$ cat src/sv/clfa_pkg.sv
// ----------------------------------------------------------------------------
// Chunk free list allocator package
// Shared constants, operation and status codes, state machine type and the
// request, result and link memory access structs.
// ----------------------------------------------------------------------------
package clfa_pkg;

    localparam int MAX_CHUNKS     = 1024;
    localparam int IDX_W          = 10;
    localparam int CNT_W          = 11;
    localparam int OP_W           = 2;
    localparam int STATUS_W       = 2;
    localparam int RESERVE_CHUNKS = 3;

    typedef enum logic [OP_W-1:0] {
        OP_INIT  = 2'd0,
        OP_ALLOC = 2'd1,
        OP_FREE  = 2'd2,
        OP_NOP   = 2'd3
    } op_code_t;

    typedef enum logic [STATUS_W-1:0] {
        STAT_OK      = 2'd0,
        STAT_RESERVE = 2'd1,
        STAT_REJECT  = 2'd2
    } status_code_t;

    typedef enum logic [1:0] {
        ST_IDLE,
        ST_INIT,
        ST_ALLOC
    } clfa_state_t;

    typedef struct packed {
        logic [OP_W-1:0]  op;
        logic [IDX_W-1:0] chunk_index;
    } request_t;

    typedef struct packed {
        logic [STATUS_W-1:0] status;
        logic [IDX_W-1:0]    granted_index;
        logic [CNT_W-1:0]    free_count;
    } result_t;

    typedef struct packed {
        logic             en;
        logic             we;
        logic [IDX_W-1:0] addr;
        logic [IDX_W-1:0] wdata;
    } link_req_t;

endpackage

$ cat src/sv/clfa_ctrl.sv
// ----------------------------------------------------------------------------
// Free list controller
// Holds the head index, free count and pool size register, and sequences the
// init walk, pops and pushes against the next-link memory.
// ----------------------------------------------------------------------------
module clfa_ctrl (
    input  logic                      clk,
    input  logic                      rst_n,
    input  logic                      start,
    output logic                      busy,
    input  clfa_pkg::request_t        request,
    output logic                      done,
    output clfa_pkg::result_t         result,
    input  logic                      cfg_valid,
    output logic                      cfg_ready,
    input  logic [clfa_pkg::CNT_W-1:0] cfg_data,
    output clfa_pkg::link_req_t       link_req,
    input  logic [clfa_pkg::IDX_W-1:0] link_rdata
);
    import clfa_pkg::*;

    localparam logic [CNT_W-1:0] POOL_MAX = CNT_W'(MAX_CHUNKS);
    localparam logic [CNT_W-1:0] RESERVE  = CNT_W'(RESERVE_CHUNKS);

    clfa_state_t      state_reg, state_next;
    logic [IDX_W-1:0] head_reg, head_next;
    logic [CNT_W-1:0] free_reg, free_next;
    logic [IDX_W-1:0] ctr_reg, ctr_next;
    logic             done_reg, done_next;
    result_t          result_reg, result_next;
    logic [CNT_W-1:0] heap_chunks_reg;

    logic [CNT_W-1:0] pool_n;
    logic             pool_empty;
    logic             alloc_ok;
    logic             free_ok;
    logic             init_last;
    op_code_t         op;

    assign op         = op_code_t'(request.op);
    assign pool_n     = (heap_chunks_reg > POOL_MAX) ? POOL_MAX : heap_chunks_reg;
    assign pool_empty = (pool_n == '0);
    assign alloc_ok   = (free_reg > RESERVE);
    assign free_ok    = ({1'b0, request.chunk_index} < pool_n) && (free_reg < pool_n);
    assign init_last  = ({1'b0, ctr_reg} == (pool_n - CNT_W'(1)));

    assign busy      = (state_reg != ST_IDLE);
    assign cfg_ready = 1'b1;
    assign done      = done_reg;
    assign result    = result_reg;

    // Next state.
    always_comb
    begin
        state_next = state_reg;
        case (state_reg)
            ST_IDLE:
            begin
                if (start)
                begin
                    if (op == OP_INIT && !pool_empty)
                    begin
                        state_next = ST_INIT;
                    end
                    else if (op == OP_ALLOC && alloc_ok)
                    begin
                        state_next = ST_ALLOC;
                    end
                end
            end
            ST_INIT:
            begin
                if (init_last)
                begin
                    state_next = ST_IDLE;
                end
            end
            ST_ALLOC:
            begin
                state_next = ST_IDLE;
            end
            default:
            begin
                state_next = ST_IDLE;
            end
        endcase
    end

    // Datapath, memory accesses and result.
    always_comb
    begin
        head_next   = head_reg;
        free_next   = free_reg;
        ctr_next    = ctr_reg;
        done_next   = 1'b0;
        result_next = result_reg;
        link_req    = '0;
        case (state_reg)
            ST_IDLE:
            begin
                if (start)
                begin
                    case (op)
                        OP_INIT:
                        begin
                            ctr_next = '0;
                            if (pool_empty)
                            begin
                                head_next   = '0;
                                free_next   = '0;
                                done_next   = 1'b1;
                                result_next = '{STAT_OK, '0, '0};
                            end
                        end
                        OP_ALLOC:
                        begin
                            if (alloc_ok)
                            begin
                                link_req.en   = 1'b1;
                                link_req.addr = head_reg;
                            end
                            else
                            begin
                                done_next   = 1'b1;
                                result_next = '{STAT_RESERVE, '0, free_reg};
                            end
                        end
                        OP_FREE:
                        begin
                            done_next = 1'b1;
                            if (free_ok)
                            begin
                                link_req.en    = 1'b1;
                                link_req.we    = 1'b1;
                                link_req.addr  = request.chunk_index;
                                link_req.wdata = head_reg;
                                head_next      = request.chunk_index;
                                free_next      = free_reg + CNT_W'(1);
                                result_next    = '{STAT_OK, '0, free_reg + CNT_W'(1)};
                            end
                            else
                            begin
                                result_next = '{STAT_REJECT, '0, free_reg};
                            end
                        end
                        default:
                        begin
                            done_next   = 1'b1;
                            result_next = '{STAT_OK, '0, free_reg};
                        end
                    endcase
                end
            end
            ST_INIT:
            begin
                // Chunk i links to i-1; chunk 0 terminates the list.
                link_req.en    = 1'b1;
                link_req.we    = 1'b1;
                link_req.addr  = ctr_reg;
                link_req.wdata = (ctr_reg == '0) ? '0 : ctr_reg - IDX_W'(1);
                ctr_next       = ctr_reg + IDX_W'(1);
                if (init_last)
                begin
                    head_next   = ctr_reg;
                    free_next   = pool_n;
                    done_next   = 1'b1;
                    result_next = '{STAT_OK, '0, pool_n};
                end
            end
            ST_ALLOC:
            begin
                // The link of the old head has arrived from memory.
                head_next   = link_rdata;
                free_next   = free_reg - CNT_W'(1);
                done_next   = 1'b1;
                result_next = '{STAT_OK, head_reg, free_reg - CNT_W'(1)};
            end
            default:
            begin
                done_next = 1'b0;
            end
        endcase
    end

    always_ff @(posedge clk or negedge rst_n)
    begin
        if (!rst_n)
        begin
            state_reg       <= ST_IDLE;
            head_reg        <= '0;
            free_reg        <= '0;
            done_reg        <= 1'b0;
            heap_chunks_reg <= POOL_MAX;
        end
        else
        begin
            state_reg <= state_next;
            head_reg  <= head_next;
            free_reg  <= free_next;
            done_reg  <= done_next;
            if (cfg_valid && cfg_ready)
            begin
                heap_chunks_reg <= cfg_data;
            end
        end
    end

    always_ff @(posedge clk)
    begin
        ctr_reg    <= ctr_next;
        result_reg <= result_next;
    end

endmodule

$ cat config.mk
export PLATFORM = sky130hd
export DESIGN_NAME = clfa_ctrl
export DESIGN_NICKNAME = d
export VERILOG_FILES = /design/src/sv/clfa_pkg.sv /design/src/sv/clfa_ctrl.sv
export SDC_FILE = /design/constraint.sdc
export NUM_CORES = 1
export LEC_CHECK = 0
export BUFFER_PORTS_ARGS = -buffer_cell sky130_fd_sc_hd__buf_4
export CORE_UTILIZATION = 27
export CTS_BUF_LIST = sky130_fd_sc_hd__clkbuf_4
export CTS_CLUSTER_SIZE = 30
export DETAILED_ROUTE_END_ITERATION = 8
export PLACE_DENSITY = 0.42
export SLEW_MARGIN = 25
export SYNTH_ARGS = -nofsm -noshare
export SYNTH_HDL_FRONTEND = slang
export SYNTH_SLANG_ARGS = --single-unit
$ cat constraint.sdc
create_clock -name clk -period 4.1 [get_ports clk]
set_input_delay 0.41 -clock clk [delete_from_list [all_inputs] [get_ports clk]]
set_output_delay 0.41 -clock clk [all_outputs]
set_load 0.1 [all_outputs]
======== Yosys cells after proc, flatten, opt, wreduce, memory -nomap -nowiden ========
Index checks and enable logic that the tools add are counted.
word-level totals
  input port bits ......................... 37
  logic and storage cells ................. 90
  bits in registers ....................... 68
  output and inout bits ................... 48
cells by class
  multiplexer cells ....................... 44
  $lt $le $gt $ge ......................... 4
  add/sub/neg operators ................... 5
  equal/unequal tests ..................... 13
  reductions and logical operators ........ 15
operator list
  kind                   count
  $pmux 23 s3            2
  $mux 23                5
  $mux 10                9
  $pmux 10 s2            3
  $mux 11                5
  $mux 22                2
  $pmux 22 s2            1
  $pmux 11 s3            1
  $pmux 10 s3            1
  $pmux 11 s2            1
  $sub 11x1->11 const B  2
  $ne 3x3->1 const B     4
  $add 11x1->11 const B  1
  $eq 10x11->1           1
  $gt 11x11->1 const B   1
  $gt 11x2->1 const B    1
  $logic_not 11->1       1
  $lt 10x11->1           1
  $lt 11x11->1           1
  $add 10x1->10 const B  1
  $logic_not 10->1       1
  $sub 10x1->10 const B  1
  $mux 2                 4
  $mux 1                 6
  other kinds (15)       25

======== Longest topological paths before layout ========
Gate-level depths: netlist of the first run.
  depth after elaboration ................. 8
  depth in mapped cells ................... 14
  gate-level depth less buffers ........... 11

======== Worst setup path before layout of the first run ========
No wires, ideal clock.
  kind .................................... register to output
  start ................................... reg heap_chunks_reg[10]
  end ..................................... out link_req[12] (netlist name)
  path slack .............................. -893 ps
  arrival time ............................ 4583 ps
  path buffers ............................ 3
  cell stages (with the launch flop) ...... 13
  required time ........................... 3690 ps
  cell sequence ........................... dfstp_2 buf_2 inv_1 clkbuf_1 nand2_1 ha_1 nand4b_1 nor3_1 nor4_1 and4_1 buf_1 a22oi_1 o21ai_0
RTL lines
  item                    RTL line          RTL
  from (decl)             clfa_ctrl.sv:31   logic [CNT_W-1:0] heap_chunks_reg;
  from (signal assigned)  clfa_ctrl.sv:203  heap_chunks_reg <= cfg_data;
  to (decl)               clfa_ctrl.sv:17   output clfa_pkg::link_req_t link_req,

==> insert_results.sql, run 1 <==
INSERT INTO impl_metrics (metric_group, metric, value, unit) VALUES
('place', 'place.detailed.hpwl', '13800', 'um'),
('min_path', 'worst_hold_path_type', 'in -> reg', ''),
('route', 'route.vias.total', '5063', ''),
('clock_tree', 'clock_latency', '0.47', 'ns'),
('sta', 'slew_viol_final', '0', ''),
('global_routing', 'grt_pass1_wl', '28300', 'um'),
('synthesis', 'netlist_area', '5260', 'sq um'),
('worst_setup_path', 'cp_slowest_stage_delay', '0.71', 'ns'),
('sta', 'worstMarginPinSlew', '1.07', 'ns'),
('synthesis', 'synth.yosys.warnings', '0', ''),
('min_path', 'timing.hold.worst_path_depth', '3', ''),
('synthesis', 'synth_enable_flop_cells', '33', ''),
('floorplanning', 'die-height', '142', 'um'),
('clock_tree', 'cts_tree', 'built', ''),
('route', 'postRouteWirelength', '18400', 'um'),
('synthesis', 'synth.cells.most_frequent', 'sky130_fd_sc_hd__nand2_1 (69), sky130_fd_sc_hd__nor2_1 (44), sky130_fd_sc_hd__o21ai_0 (41)', ''),
('global_routing', 'grt-ovfl-total', '0', ''),
('worst_setup_path', 'regToRegEndpoint', 'result[1]$_DFFE_PP_', ''),
('worst_setup_path', 'r2r_start', 'heap_chunks_reg[10]$_DFFE_PN1P_', ''),
('route', 'drtPass1Iterations', '5', ''),
('sta', 'report.final.hold_viol_count', '0', ''),
('clock_tree', 'cts_max_level', '3', ''),
('sta', 'max_slew_margin', '0.286', ''),
('clock_tree', 'cts.clk_slew.worst_paths', '0.10', 'ns'),
('power_and_ir_drop', 'max-vdd-ir-drop', '0.000332', 'V'),
('worst_setup_path', 'critical_path_cell_list', 'inv_1, buf_4, nand2_2, ha_1, a21oi_1, nor3_1, nor4_2, and4_1, buf_4, a22oi_1, o21ai_1, buf_4', ''),
('min_path', 'hp-start', 'cfg_data[6]', ''),
('synthesis', 'synth_top_flop_cell', 'sky130_fd_sc_hd__dfrtp_1', ''),
('worst_setup_path', 'reg2reg_slack', '0.52', 'ns'),
('route', 'per_cell_routed_wire_length', '19.5', 'um'),
('power_and_ir_drop', 'power.density', '830', 'nW/um^2'),
('synthesis', 'synth_seq_area_share', '0.355', ''),
('clock_tree', 'clock_tree.root_cell', 'sky130_fd_sc_hd__clkbuf_4', ''),
('synthesis', 'synth_most_common_cell', 'sky130_fd_sc_hd__nand2_1', ''),
('floorplanning', 'pin_count', '85', ''),
('place', 'placement.io_buffers', '83', ''),
('global_routing', 'initial_antenna_violation_count', '1', ''),
('route', 'iteration_0_drc_markers', '464', ''),
('worst_setup_path', 'class_of_the_most_critical_setup_path', 'reg -> out', ''),
('floorplanning', 'coreArea', '18900', 'sq um'),
('synthesis', 'async_flop_share', '0.515', ''),
('sta', 'post-route-min-period', '3.86', 'ns'),
('synthesis', 'synth_top_cells_by_area', 'sky130_fd_sc_hd__edfxtp_1 (19%), sky130_fd_sc_hd__dfrtp_1 (16%), sky130_fd_sc_hd__ha_1 (8.1%)', ''),
('route', 'drc', '0', ''),
('clock_tree', 'tritoncts.num_buffers', '9', ''),
('worst_setup_path', 'crit_top_cell', 'sky130_fd_sc_hd__buf_4', ''),
('synthesis', 'synth_cells', '597', ''),
('floorplanning', 'design.die.area', '20000', 'sq um'),
('outcome', 'run_status', 'finished, final reports clean', ''),
('synthesis', 'synth.avg_cell_area', '8.81', 'sq um'),
('sta', 'timing.fmax', '0.259', 'GHz'),
('place', 'placed_cell_area', '6260', 'sq um'),
('flow_run', 'max-cap-violations', '0', ''),
('sta', 'setup_violations', '0', ''),
('synthesis', 'synthesis.nets', '668', ''),
('cells_and_area', 'final_nets', '749', ''),
('cells_and_area', 'largest_register_ff_count', '23', ''),
('cells_and_area', 'area_growth_syn_to_layout', '23.0', '%'),
('floorplanning', 'die_w', '142', 'um'),
('worst_setup_path', 'endpoint_kind', 'primary output', ''),
('worst_setup_path', 'critPathSlowestCell', 'sky130_fd_sc_hd__dfstp_4', ''),
('cells_and_area', 'final_area', '6470', 'sq um'),
('clock_tree', 'cts_buffer_depth', '2', ''),
('synthesis', 'yosys.area.top_type_share', '0.188', ''),
('place', 'gp_congestion', '0.901', ''),
('floorplanning', 'initial_utilization', '0.278', ''),
('worst_setup_path', 'timing.critical_path.required', '3.69', 'ns'),
('global_routing', 'first_global_vias', '4834', ''),
('global_routing', 'maximum_number_of_pins_on_one_net_before_global_route_repair', '36', ''),
('cells_and_area', 'layout-drive-gt1-share', '0.239', ''),
('min_path', 'min_delay_worst_endpoint', 'heap_chunks_reg[6]$_DFFE_PN0P_', '');
-- placed cells by master, fill, tap and decap left out, types with 12 or more instances in the layout --
cell,count
sky130_fd_sc_hd__buf_4,98
sky130_fd_sc_hd__nand2_1,66
sky130_fd_sc_hd__nor2_1,44
sky130_fd_sc_hd__a21oi_1,34
sky130_fd_sc_hd__ha_1,34
sky130_fd_sc_hd__dfrtp_1,34
sky130_fd_sc_hd__edfxtp_1,33
sky130_fd_sc_hd__o21ai_0,30
sky130_fd_sc_hd__inv_1,26
sky130_fd_sc_hd__a22oi_1,25
sky130_fd_sc_hd__xnor2_1,19
sky130_fd_sc_hd__nand3_1,16
sky130_fd_sc_hd__and3_1,15
sky130_fd_sc_hd__xor2_1,14
sky130_fd_sc_hd__nor3_1,13
sky130_fd_sc_hd__clkbuf_4,12
-- layout make-up --
| class | count | area, sq um |
|---|---|---|
| Timing Repair Buffer | 110 | 881 |
| Clock inverter | 4 | 18.8 |
| Inverter | 26 | 97.6 |
| Sequential cell | 68 | 1870 |
| Fill cell | 2003 | 12400 |
| Multi-Input combinational cell | 463 | 3180 |
| Antenna cell | 1 | 2.50 |
| Tap cell | 260 | 325 |
| Clock buffer | 12 | 90.1 |
-- metrics by stage --
stage / power, W / hold WS, ns / setup WS (ns) / util / std cells
after floorplan: 0.00399 / 0.114 / -0.139 / - / 597
after global placement: 0.00493 / 0.429 / 0.346 / 0.332 / 924
after detailed placement: 0.00492 / 0.430 / 0.281 / 0.332 / 924
after CTS: 0.00536 / 0.136 / 0.0263 / 0.340 / 942
after global routing: 0.00566 / 0.147 / -0.00434 / 0.342 / 944
final: 0.00536 / 0.166 / 0.240 / 0.342 / 944
-- report_power, final --
| group | total [W] | switching [W] | internal (W) | leakage [nW] |
|---|---|---|---|---|
| Clock | 0.000391 | 0.000252 | 0.000139 | 0.0601 |
| Sequential | 0.00131 | 0.000293 | 0.00101 | 0.772 |
| Combinational | 0.00367 | 0.00261 | 0.00106 | 1.90 |
| Total | 0.00536 | 0.00316 | 0.00221 | 2.73 |
-- worst register-to-register path: cells and delay by family, from the launching register on --
kind,cells,cell delay (ns)
compound gates,3,0.97
fa+ha+maj,1,0.26
buf+inv,3,0.46
flops,1,0.71
simple gates,5,0.95
-- repair_timing --
| action | 4_1_cts | 5_1_grt |
|---|---|---|
| setup buffers | 1 | 1 |
| resized for setup | 7 | 11 |
| hold buffers | 1 | 0 |
| pin swaps | 1 | 0 |
| cloned | 0 | 0 |
| hold endpoints to repair | 34 | 0 |
| setup endpoints to repair | 21 | 23 |
-- cell families (layout without fill, tap and decap cells) --
logic type               count (synthesis)  after routing  synth area share
AO/OA/AOI/OAI                          168            168             0.209
XOR/XNOR                                33             33            0.0550
adder cells (fa/ha/maj)                 34             34            0.0809
buffers and inverters                   66            152            0.0516
flip-flops                              68             68             0.355
multiplexers                            25             25            0.0604
other                                    1              2          0.000713
AND/OR/NAND/NOR                        202            202             0.187
-- worst max-delay path by stage --
| stage | startpoint | to | cells past startpoint |
|---|---|---|---|
| 3_5_place_dp | heap_chunks_reg[10]$_DFFE_PN1P_ | link_req[5] | 13 |
| 5_1_grt | heap_chunks_reg[10]$_DFFE_PN1P_ | link_req[5] | 13 |
| 2_1_floorplan | heap_chunks_reg[10]$_DFFE_PN1P_ | link_req[12] | 12 |
| 4_1_cts | heap_chunks_reg[10]$_DFFE_PN1P_ | link_req[15] | 12 |
| 3_3_place_gp | heap_chunks_reg[10]$_DFFE_PN1P_ | link_req[5] | 13 |
| 6_report | heap_chunks_reg[10]$_DFFE_PN1P_ | link_req[12] | 12 |
-- metal layers --
layer,track usage,wire [um]
met5,0,0
met3,0.0300,1070
met2,0.295,8460
met4,0.0628,301
met1,0.263,8590
No activity file was read; power rests on OpenSTA's default activity.
==> inputs of run 2 (changes only) <==
==> constraint.sdc (replaced) <==
create_clock -name clk -period 4.6 [get_ports clk]
set_input_delay 0.46 -clock clk [delete_from_list [all_inputs] [get_ports clk]]
set_output_delay 0.46 -clock clk [all_outputs]
set_load 0.1 [all_outputs]
==> run 2 against run 1 <==
  * Power is 12% lower
  * Critical path depth is 1 higher
  * Sequential share of layout area grew 0.71 points
  * Wire length up 0.77%
  * Register-to-register slack gained 0.03 ns
  * First-iteration DRC count is 3.7% higher
  * Cell count fell by 1.2%
  * Critical endpoint is now link_req[9]
  * Largest power group unchanged
  * Highest routed layer unchanged
==> insert_results.sql, run 2 (synthesis gave the netlist of run 1 again) <==
INSERT INTO impl_metrics (metric_group, metric, value, unit) VALUES
('global_routing', 'grt_pass1_wl', '28700', 'um'),
('sta', 'worst_hold_slack', '0.204', 'ns'),
('floorplanning', 'coreArea', '18900', 'sq um'),
('route', 'iteration_0_drc_markers', '481', ''),
('floorplanning', 'die_w', '142', 'um'),
('place', 'dp_slack', '0.575', 'ns'),
('power_and_ir_drop', 'power.static_leakage', '2.66', 'nW'),
('worst_setup_path', 'ff2ff_path_depth', '13', ''),
('clock_tree', 'cts.sink_count', '68', ''),
('sta', 'setup_violations', '0', ''),
('min_path', 'timing.hold.worst_path_depth', '3', ''),
('power_and_ir_drop', 'max-vdd-ir-drop', '0.000299', 'V'),
('power_and_ir_drop', 'switching_share', '0.592', ''),
('min_path', 'worst_hold_path_type', 'in -> reg', ''),
('power_and_ir_drop', 'internal_power', '0.00194', 'W'),
('power_and_ir_drop', 'share_clk_of_total_power', '0.085', ''),
('outcome', 'run_status', 'finished, final reports clean', ''),
('route', 'drtPass1Iterations', '6', ''),
('worst_setup_path', 'setup.worst_path.start_class', 'register', ''),
('worst_setup_path', 'class_of_the_most_critical_setup_path', 'reg -> out', ''),
('clock_tree', 'tritoncts.num_buffers', '9', ''),
('clock_tree', 'cts.clk_slew.worst_paths', '0.12', 'ns'),
('min_path', 'hp-start', 'cfg_data[6]', ''),
('global_routing', 'grt-ovfl-total', '0', ''),
('clock_tree', 'cts_tree', 'built', ''),
('sta', 'timing.fmax', '0.236', 'GHz'),
('floorplanning', 'die-height', '142', 'um'),
('global_routing', 'first_global_vias', '4874', ''),
('clock_tree', 'cts_buffer_depth', '2', ''),
('cells_and_area', 'final_nets', '738', ''),
('route', 'post_drt_via_cell_ratio', '5.30', ''),
('floorplanning', 'initial_utilization', '0.278', ''),
('worst_setup_path', 'r2r_start', 'heap_chunks_reg[10]$_DFFE_PN1P_', ''),
('sta', 'grt_setup_unrepaired', 'no', ''),
('clock_tree', 'clock_tree.root_cell', 'sky130_fd_sc_hd__clkbuf_4', ''),
('power_and_ir_drop', 'power_frac_comb', '0.661', ''),
('route', 'drc', '0', ''),
('sta', 'final_setup_margin', '0.357', 'ns'),
('sta', 'final.period_utilization', '0.922', ''),
('route', 'route.vias.total', '4941', ''),
('global_routing', 'maximum_number_of_pins_on_one_net_before_global_route_repair', '36', ''),
('cells_and_area', 'layout-drive-gt1-share', '0.207', ''),
('floorplanning', 'design.die.area', '20000', 'sq um'),
('cells_and_area', 'most_common_cell_after_layout_fill_and_taps_aside', 'sky130_fd_sc_hd__buf_4', ''),
('worst_setup_path', 'top_fanout_value_on_the_critical_path', '21', ''),
('cells_and_area', 'final_area', '6310', 'sq um'),
('cells_and_area', 'fin_cells', '933', ''),
('place', 'total_placed_cells_including_tap_cells', '915', ''),
('sta', 'max_slew_margin', '0.367', ''),
('global_routing', 'grt_usage', '0.191', ''),
('place', 'placement.io_buffers', '83', ''),
('place', 'place.detailed.hpwl', '13900', 'um'),
('worst_setup_path', 'timing.critical_path.required', '4.14', 'ns'),
('power_and_ir_drop', 'power.share.sequential', '0.254', ''),
('power_and_ir_drop', 'power.switching', '0.00281', 'W'),
('floorplanning', 'core.rowCount', '50', ''),
('cells_and_area', 'largest_register_ff_count', '23', ''),
('worst_setup_path', 'regToRegEndpoint', 'free_reg[10]$_DFFE_PN0P_', ''),
('sta', 'report.final.hold_viol_count', '0', ''),
('flow_run', 'max-cap-violations', '0', ''),
('clock_tree', 'cts_max_level', '3', ''),
('sta', 'skew', '0.0253', 'ns'),
('power_and_ir_drop', 'power.density', '752', 'nW/um^2'),
('cells_and_area', 'area_growth_syn_to_layout', '20.0', '%'),
('clock_tree', 'clock_latency', '0.47', 'ns'),
('min_path', 'min_delay_worst_endpoint', 'heap_chunks_reg[6]$_DFFE_PN0P_', ''),
('worst_setup_path', 'reg2reg_slack', '0.55', 'ns'),
('sta', 'post-route-min-period', '4.24', 'ns'),
('floorplanning', 'pin_count', '85', ''),
('global_routing', 'initial_antenna_violation_count', '1', ''),
('sta', 'setup-tns-final', '0', 'ns'),
('cells_and_area', 'final_cell_mix', 'sky130_fd_sc_hd__buf_4 (97), sky130_fd_sc_hd__nand2_1 (69), sky130_fd_sc_hd__nor2_1 (44)', ''),
('worst_setup_path', 'endpoint_kind', 'primary output', ''),
('route', 'antenna_violating_nets_post_route', '0', ''),
('worst_setup_path', 'cp.arrival', '3.78', 'ns'),
('place', 'placed_cell_area', '6160', 'sq um'),
('route', 'postRouteWirelength', '18600', 'um'),
('sta', 'worstMarginPinSlew', '0.949', 'ns'),
('sta', 'slew_viol_final', '0', ''),
('route', 'per_cell_routed_wire_length', '19.9', 'um'),
('place', 'gp_congestion', '0.917', '');
run 2: cell types whose count changed in the layout (fill, tap and decap cells not counted), sizes merged:
cell,delta
clkbuf,-4
buf,-10
bufinv,+1
clkinv,+2
run 2: metal layers:
layer / track usage / wire (um) / vias up
met5: 0 / 0 / -
met4: 0.0521 / 357 / 0
met3: 0.0456 / 1230 / 27
met2: 0.293 / 8340 / 189
met1: 0.266 / 8630 / 2401
li1: - / - / 2324
run 2: worst max path at each step:
stage                                    startpoint                        to  slack, ns  depth (start not counted)
CTS                 heap_chunks_reg[10]$_DFFE_PN1P_               link_req[8]       0.25                         13
global route        heap_chunks_reg[10]$_DFFE_PN1P_               link_req[1]       0.03                         13
floorplan           heap_chunks_reg[10]$_DFFE_PN1P_              link_req[10]       0.19                         12
finish              heap_chunks_reg[10]$_DFFE_PN1P_               link_req[9]       0.36                         13
global placement    heap_chunks_reg[10]$_DFFE_PN1P_  free_reg[10]$_DFFE_PN0P_       0.57                         13
detailed placement  heap_chunks_reg[10]$_DFFE_PN1P_  free_reg[10]$_DFFE_PN0P_       0.58                         13
run 2: final cells by class:
| class | count | area, sq um |
|---|---|---|
| Clock buffer | 9 | 67.6 |
| Tap cell | 260 | 325 |
| Clock inverter | 7 | 67.6 |
| Sequential cell | 68 | 1870 |
| Fill cell | 2069 | 12600 |
| Inverter | 26 | 97.6 |
| Antenna cell | 1 | 2.50 |
| Timing Repair Buffer | 99 | 758 |
| Multi-Input combinational cell | 463 | 3120 |
run 2: worst max-delay path, stage by stage (launching register included):
cell and delay [ns]:
sky130_fd_sc_hd__dfstp_4 0.75, sky130_fd_sc_hd__inv_1 0.08, sky130_fd_sc_hd__buf_4 0.19, sky130_fd_sc_hd__nand2_1 0.20, sky130_fd_sc_hd__ha_1 0.29, sky130_fd_sc_hd__a21oi_1 0.17, sky130_fd_sc_hd__o22ai_1 0.10, sky130_fd_sc_hd__nor4_1 0.25
sky130_fd_sc_hd__nand4_1 0.27, sky130_fd_sc_hd__nor3_1 0.30, sky130_fd_sc_hd__buf_4 0.23, sky130_fd_sc_hd__nand2_1 0.06, sky130_fd_sc_hd__o21ai_0 0.10, sky130_fd_sc_hd__buf_4 0.33
run 2: power groups by stage:
stage | clock [W] | combinational, W | sequential (W)
3_3_place_gp | 0 | 0.00312 | 0.00121
2_1_floorplan | 0 | 0.00181 | 0.00173
5_1_grt | 0.000447 | 0.00333 | 0.00124
4_1_cts | 0.000428 | 0.00313 | 0.00120
3_5_place_dp | 0 | 0.00313 | 0.00121
6_report | 0.000404 | 0.00313 | 0.00121
run 2: timing repair:
item / 4_1_cts / 5_1_grt
buffers inserted: 0 / 0
endpoints found under the hold margin: 34 / 0
gates resized for setup: 0 / 1
setup endpoints to repair: 0 / 10
hold buffers: 1 / 0
run 2: through the flow:
step                      power, W  utilization
final                      0.00474        0.334
after global routing       0.00501        0.334
after detailed placement   0.00434        0.326
after CTS                  0.00476        0.334
after floorplan            0.00354            -
after global placement     0.00434        0.326
==> inputs of run 3 (changes only) <==
--- a/config.mk
+++ b/config.mk
@@ -8,6 +8,7 @@
 export BUFFER_PORTS_ARGS = -buffer_cell sky130_fd_sc_hd__buf_4
 export CORE_UTILIZATION = 27
 export CTS_BUF_LIST = sky130_fd_sc_hd__clkbuf_4
+export CTS_CLUSTER_DIAMETER = 40
 export CTS_CLUSTER_SIZE = 30
 export DETAILED_ROUTE_END_ITERATION = 8
 export PLACE_DENSITY = 0.42
==> constraint.sdc (replaced) <==
create_clock -name clk -period 4.6 [get_ports clk]
set_input_delay 0.46 -clock clk [delete_from_list [all_inputs] [get_ports clk]]
set_output_delay 0.46 -clock clk [all_outputs]
set_load 0.02 [all_outputs]
==> run 3 against run 2 <==
  * Worst hold slack better by 0.0097 ns
  * Register-to-register slack better by 0.06 ns
  * Sequential power about the same
  * Clock-buffer cell count up 2
  * Critical path type unchanged
  * Largest cell class unchanged
  * Largest power group unchanged
==> insert_results.sql, run 3 (synthesis gave the netlist of run 1 again) <==
INSERT INTO impl_metrics (metric_group, metric, value, unit) VALUES
('floorplanning', 'die-height', '142', 'um'),
('route', 'postRouteWirelength', '18700', 'um'),
('clock_tree', 'cts_buffer_depth', '2', ''),
('sta', 'worstMarginPinSlew', '0.953', 'ns'),
('min_path', 'worst_hold_path_type', 'in -> reg', ''),
('global_routing', 'first_global_vias', '4904', ''),
('route', 'per_cell_routed_wire_length', '20.0', 'um'),
('cells_and_area', 'final_area', '6330', 'sq um'),
('global_routing', 'grt_use_met2', '0.292', ''),
('outcome', 'run_status', 'finished, final reports clean', ''),
('place', 'total_placed_cells_including_tap_cells', '916', ''),
('worst_setup_path', 'timing.critical_path.required', '4.14', 'ns'),
('worst_setup_path', 'cp.arrival', '3.77', 'ns'),
('worst_setup_path', 'top_fanout_value_on_the_critical_path', '21', ''),
('global_routing', 'grt.met3_usage', '0.0456', ''),
('sta', 'report.final.hold_viol_count', '0', ''),
('worst_setup_path', 'setup.worst_path.start_class', 'register', ''),
('cells_and_area', 'area_growth_syn_to_layout', '20.4', '%'),
('floorplanning', 'coreArea', '18900', 'sq um'),
('power_and_ir_drop', 'max-vdd-ir-drop', '0.000199', 'V'),
('cells_and_area', 'layout-drive-gt1-share', '0.210', ''),
('place', 'placement.io_buffers', '83', ''),
('worst_setup_path', 'worstSetupEndpoint', 'link_req[1]', ''),
('cells_and_area', 'fillerInstances', '2039', ''),
('flow_run', 'max-cap-violations', '0', ''),
('worst_setup_path', 'setup.worst_path.start', 'heap_chunks_reg[10]$_DFFE_PN1P_', ''),
('worst_setup_path', 'r2r_start', 'heap_chunks_reg[10]$_DFFE_PN1P_', ''),
('clock_tree', 'cts_tree', 'built', ''),
('sta', 'final.period_utilization', '0.919', ''),
('global_routing', 'grt_usage', '0.192', ''),
('cells_and_area', 'most_common_cell_after_layout_fill_and_taps_aside', 'sky130_fd_sc_hd__buf_4', ''),
('power_and_ir_drop', 'power.static_leakage', '2.68', 'nW'),
('floorplanning', 'die_w', '142', 'um'),
('clock_tree', 'cts_max_level', '3', ''),
('clock_tree', 'clock_tree.root_cell', 'sky130_fd_sc_hd__clkbuf_4', ''),
('global_routing', 'maximum_number_of_pins_on_one_net_before_global_route_repair', '36', ''),
('cells_and_area', 'largest_register_ff_count', '23', ''),
('cells_and_area', 'fin_cells', '934', ''),
('clock_tree', 'tritoncts.num_buffers', '9', ''),
('power_and_ir_drop', 'design_power_total', '0.00375', 'W'),
('global_routing', 'grt_pass1_wl', '29000', 'um'),
('cells_and_area', 'final_nets', '739', ''),
('place', 'placed_cell_area', '6180', 'sq um'),
('global_routing', 'grt-ovfl-total', '0', ''),
('floorplanning', 'initial_utilization', '0.278', ''),
('route', 'drtPass1Iterations', '5', ''),
('cells_and_area', 'final_cell_mix', 'sky130_fd_sc_hd__buf_4 (97), sky130_fd_sc_hd__nand2_1 (69), sky130_fd_sc_hd__nor2_1 (44), sky130_fd_sc_hd__o21ai_0 (41)', ''),
('route', 'post_drt_via_cell_ratio', '5.30', ''),
('route', 'antenna_violating_nets_post_route', '0', ''),
('clock_tree', 'clock_latency', '0.47', 'ns'),
('worst_setup_path', 'reg2reg_slack', '0.61', 'ns'),
('power_and_ir_drop', 'power.density', '592', 'nW/um^2'),
('route', 'route.vias.total', '4952', ''),
('clock_tree', 'cts.sink_count', '68', ''),
('sta', 'post-route-min-period', '4.23', 'ns'),
('route', 'iteration_0_drc_markers', '527', ''),
('worst_setup_path', 'regToRegEndpoint', 'free_reg[10]$_DFFE_PN0P_', ''),
('sta', 'setup-tns-final', '0', 'ns'),
('worst_setup_path', 'class_of_the_most_critical_setup_path', 'reg -> out', ''),
('global_routing', 'top_usage_layer', 'met2', ''),
('floorplanning', 'pin_count', '85', ''),
('place', 'place.detailed.hpwl', '13900', 'um'),
('min_path', 'timing.hold.worst_path_depth', '3', ''),
('place', 'gp_congestion', '0.932', ''),
('route', 'drc', '0', ''),
('worst_setup_path', 'ff2ff_path_depth', '13', ''),
('floorplanning', 'design.die.area', '20000', 'sq um'),
('sta', 'skew', '0.0317', 'ns'),
('sta', 'grt_setup_unrepaired', 'no', ''),
('floorplanning', 'core.rowCount', '50', ''),
('global_routing', 'met1_usage', '0.267', ''),
('sta', 'timing.fmax', '0.237', 'GHz'),
('sta', 'max_slew_margin', '0.364', ''),
('worst_setup_path', 'endpoint_kind', 'primary output', ''),
('clock_tree', 'postCtsSetupRepairBufs', '0', ''),
('clock_tree', 'cts.clk_slew.worst_paths', '0.11', 'ns'),
('global_routing', 'initial_antenna_violation_count', '1', ''),
('sta', 'setup_violations', '0', ''),
('sta', 'slew_viol_final', '0', '');
-- run 3: changes by cell type in the layout (fill, tap and decap cells not counted) --
| cell | delta |
|---|---|
| sky130_fd_sc_hd__o21ai_1 | -9 |
| sky130_fd_sc_hd__clkinv_2 | +1 |
| sky130_fd_sc_hd__clkinv_4 | -1 |
| sky130_fd_sc_hd__o21ai_0 | +9 |
| sky130_fd_sc_hd__clkinvlp_4 | -1 |
| sky130_fd_sc_hd__clkinv_1 | -1 |
| sky130_fd_sc_hd__buf_12 | +1 |
| sky130_fd_sc_hd__clkbuf_4 | +2 |
-- run 3: layout make-up --
cell class,instances,area (sq um),share of cell area
Multi-Input combinational cell,463,3120,0.493
Sequential cell,68,1870,0.296
Timing Repair Buffer,100,778,0.123
Tap cell,260,325,0.0514
Inverter,26,97.6,0.0154
Clock buffer,11,82.6,0.0130
Clock inverter,5,52.6,0.00830
Antenna cell,1,2.50,0.000395
-- run 3: how the worst min path moves through the flow --
| stage | from | end | slack [ns] |
|---|---|---|---|
| 6_report | cfg_data[6] | heap_chunks_reg[6]$_DFFE_PN0P_ | 0.21 |
| 5_1_grt | cfg_data[6] | heap_chunks_reg[6]$_DFFE_PN0P_ | 0.18 |
| 4_1_cts | cfg_data[6] | heap_chunks_reg[6]$_DFFE_PN0P_ | 0.19 |
| 3_5_place_dp | rst_n | head_reg[4]$_DFFE_PN0P_ | 0.50 |
| 3_3_place_gp | rst_n | head_reg[4]$_DFFE_PN0P_ | 0.49 |
| 2_1_floorplan | rst_n | done$_DFF_PN0_ | 0.16 |
-- run 3: critical path, stage by stage (launching register included) --
cell                      delay (ns)
sky130_fd_sc_hd__dfstp_4        0.76
sky130_fd_sc_hd__inv_1          0.09
sky130_fd_sc_hd__buf_4          0.19
sky130_fd_sc_hd__nand2_1        0.20
sky130_fd_sc_hd__ha_1           0.29
sky130_fd_sc_hd__a21oi_1        0.17
sky130_fd_sc_hd__o22ai_1        0.09
sky130_fd_sc_hd__nor4_1         0.33
sky130_fd_sc_hd__nand4_1        0.28
sky130_fd_sc_hd__nor3_1         0.29
sky130_fd_sc_hd__buf_4          0.24
sky130_fd_sc_hd__nand2_1        0.06
sky130_fd_sc_hd__o21ai_0        0.12
sky130_fd_sc_hd__buf_4          0.20
-- run 3: power by group --
part	total (W)	internal, W	switching [W]
logic	0.00213	0.000881	0.00125
clock network	0.000419	0.000175	0.000244
registers	0.00120	0.000903	0.000299
-- run 3: stage by stage --
stage	worst slack (ns)	util	hold WS [ns]
2_1_floorplan	0.870	-	0.164
3_3_place_gp	0.634	0.327	0.485
3_5_place_dp	0.593	0.327	0.495
4_1_cts	0.289	0.335	0.188
5_1_grt	0.00880	0.335	0.184
6_report	0.374	0.335	0.213
-- run 3: per-layer routing --
metal,share of wire,wire [um]
met5,0,0
met1,0.47,8770
met2,0.45,8350
met3,0.066,1240
met4,0.016,302
-- run 3: repair_timing --
action	4_1_cts	5_1_grt
gates resized for setup	0	1
endpoints found under the hold margin	32	0
hold buffers	1	0
endpoints found under the setup margin	0	10
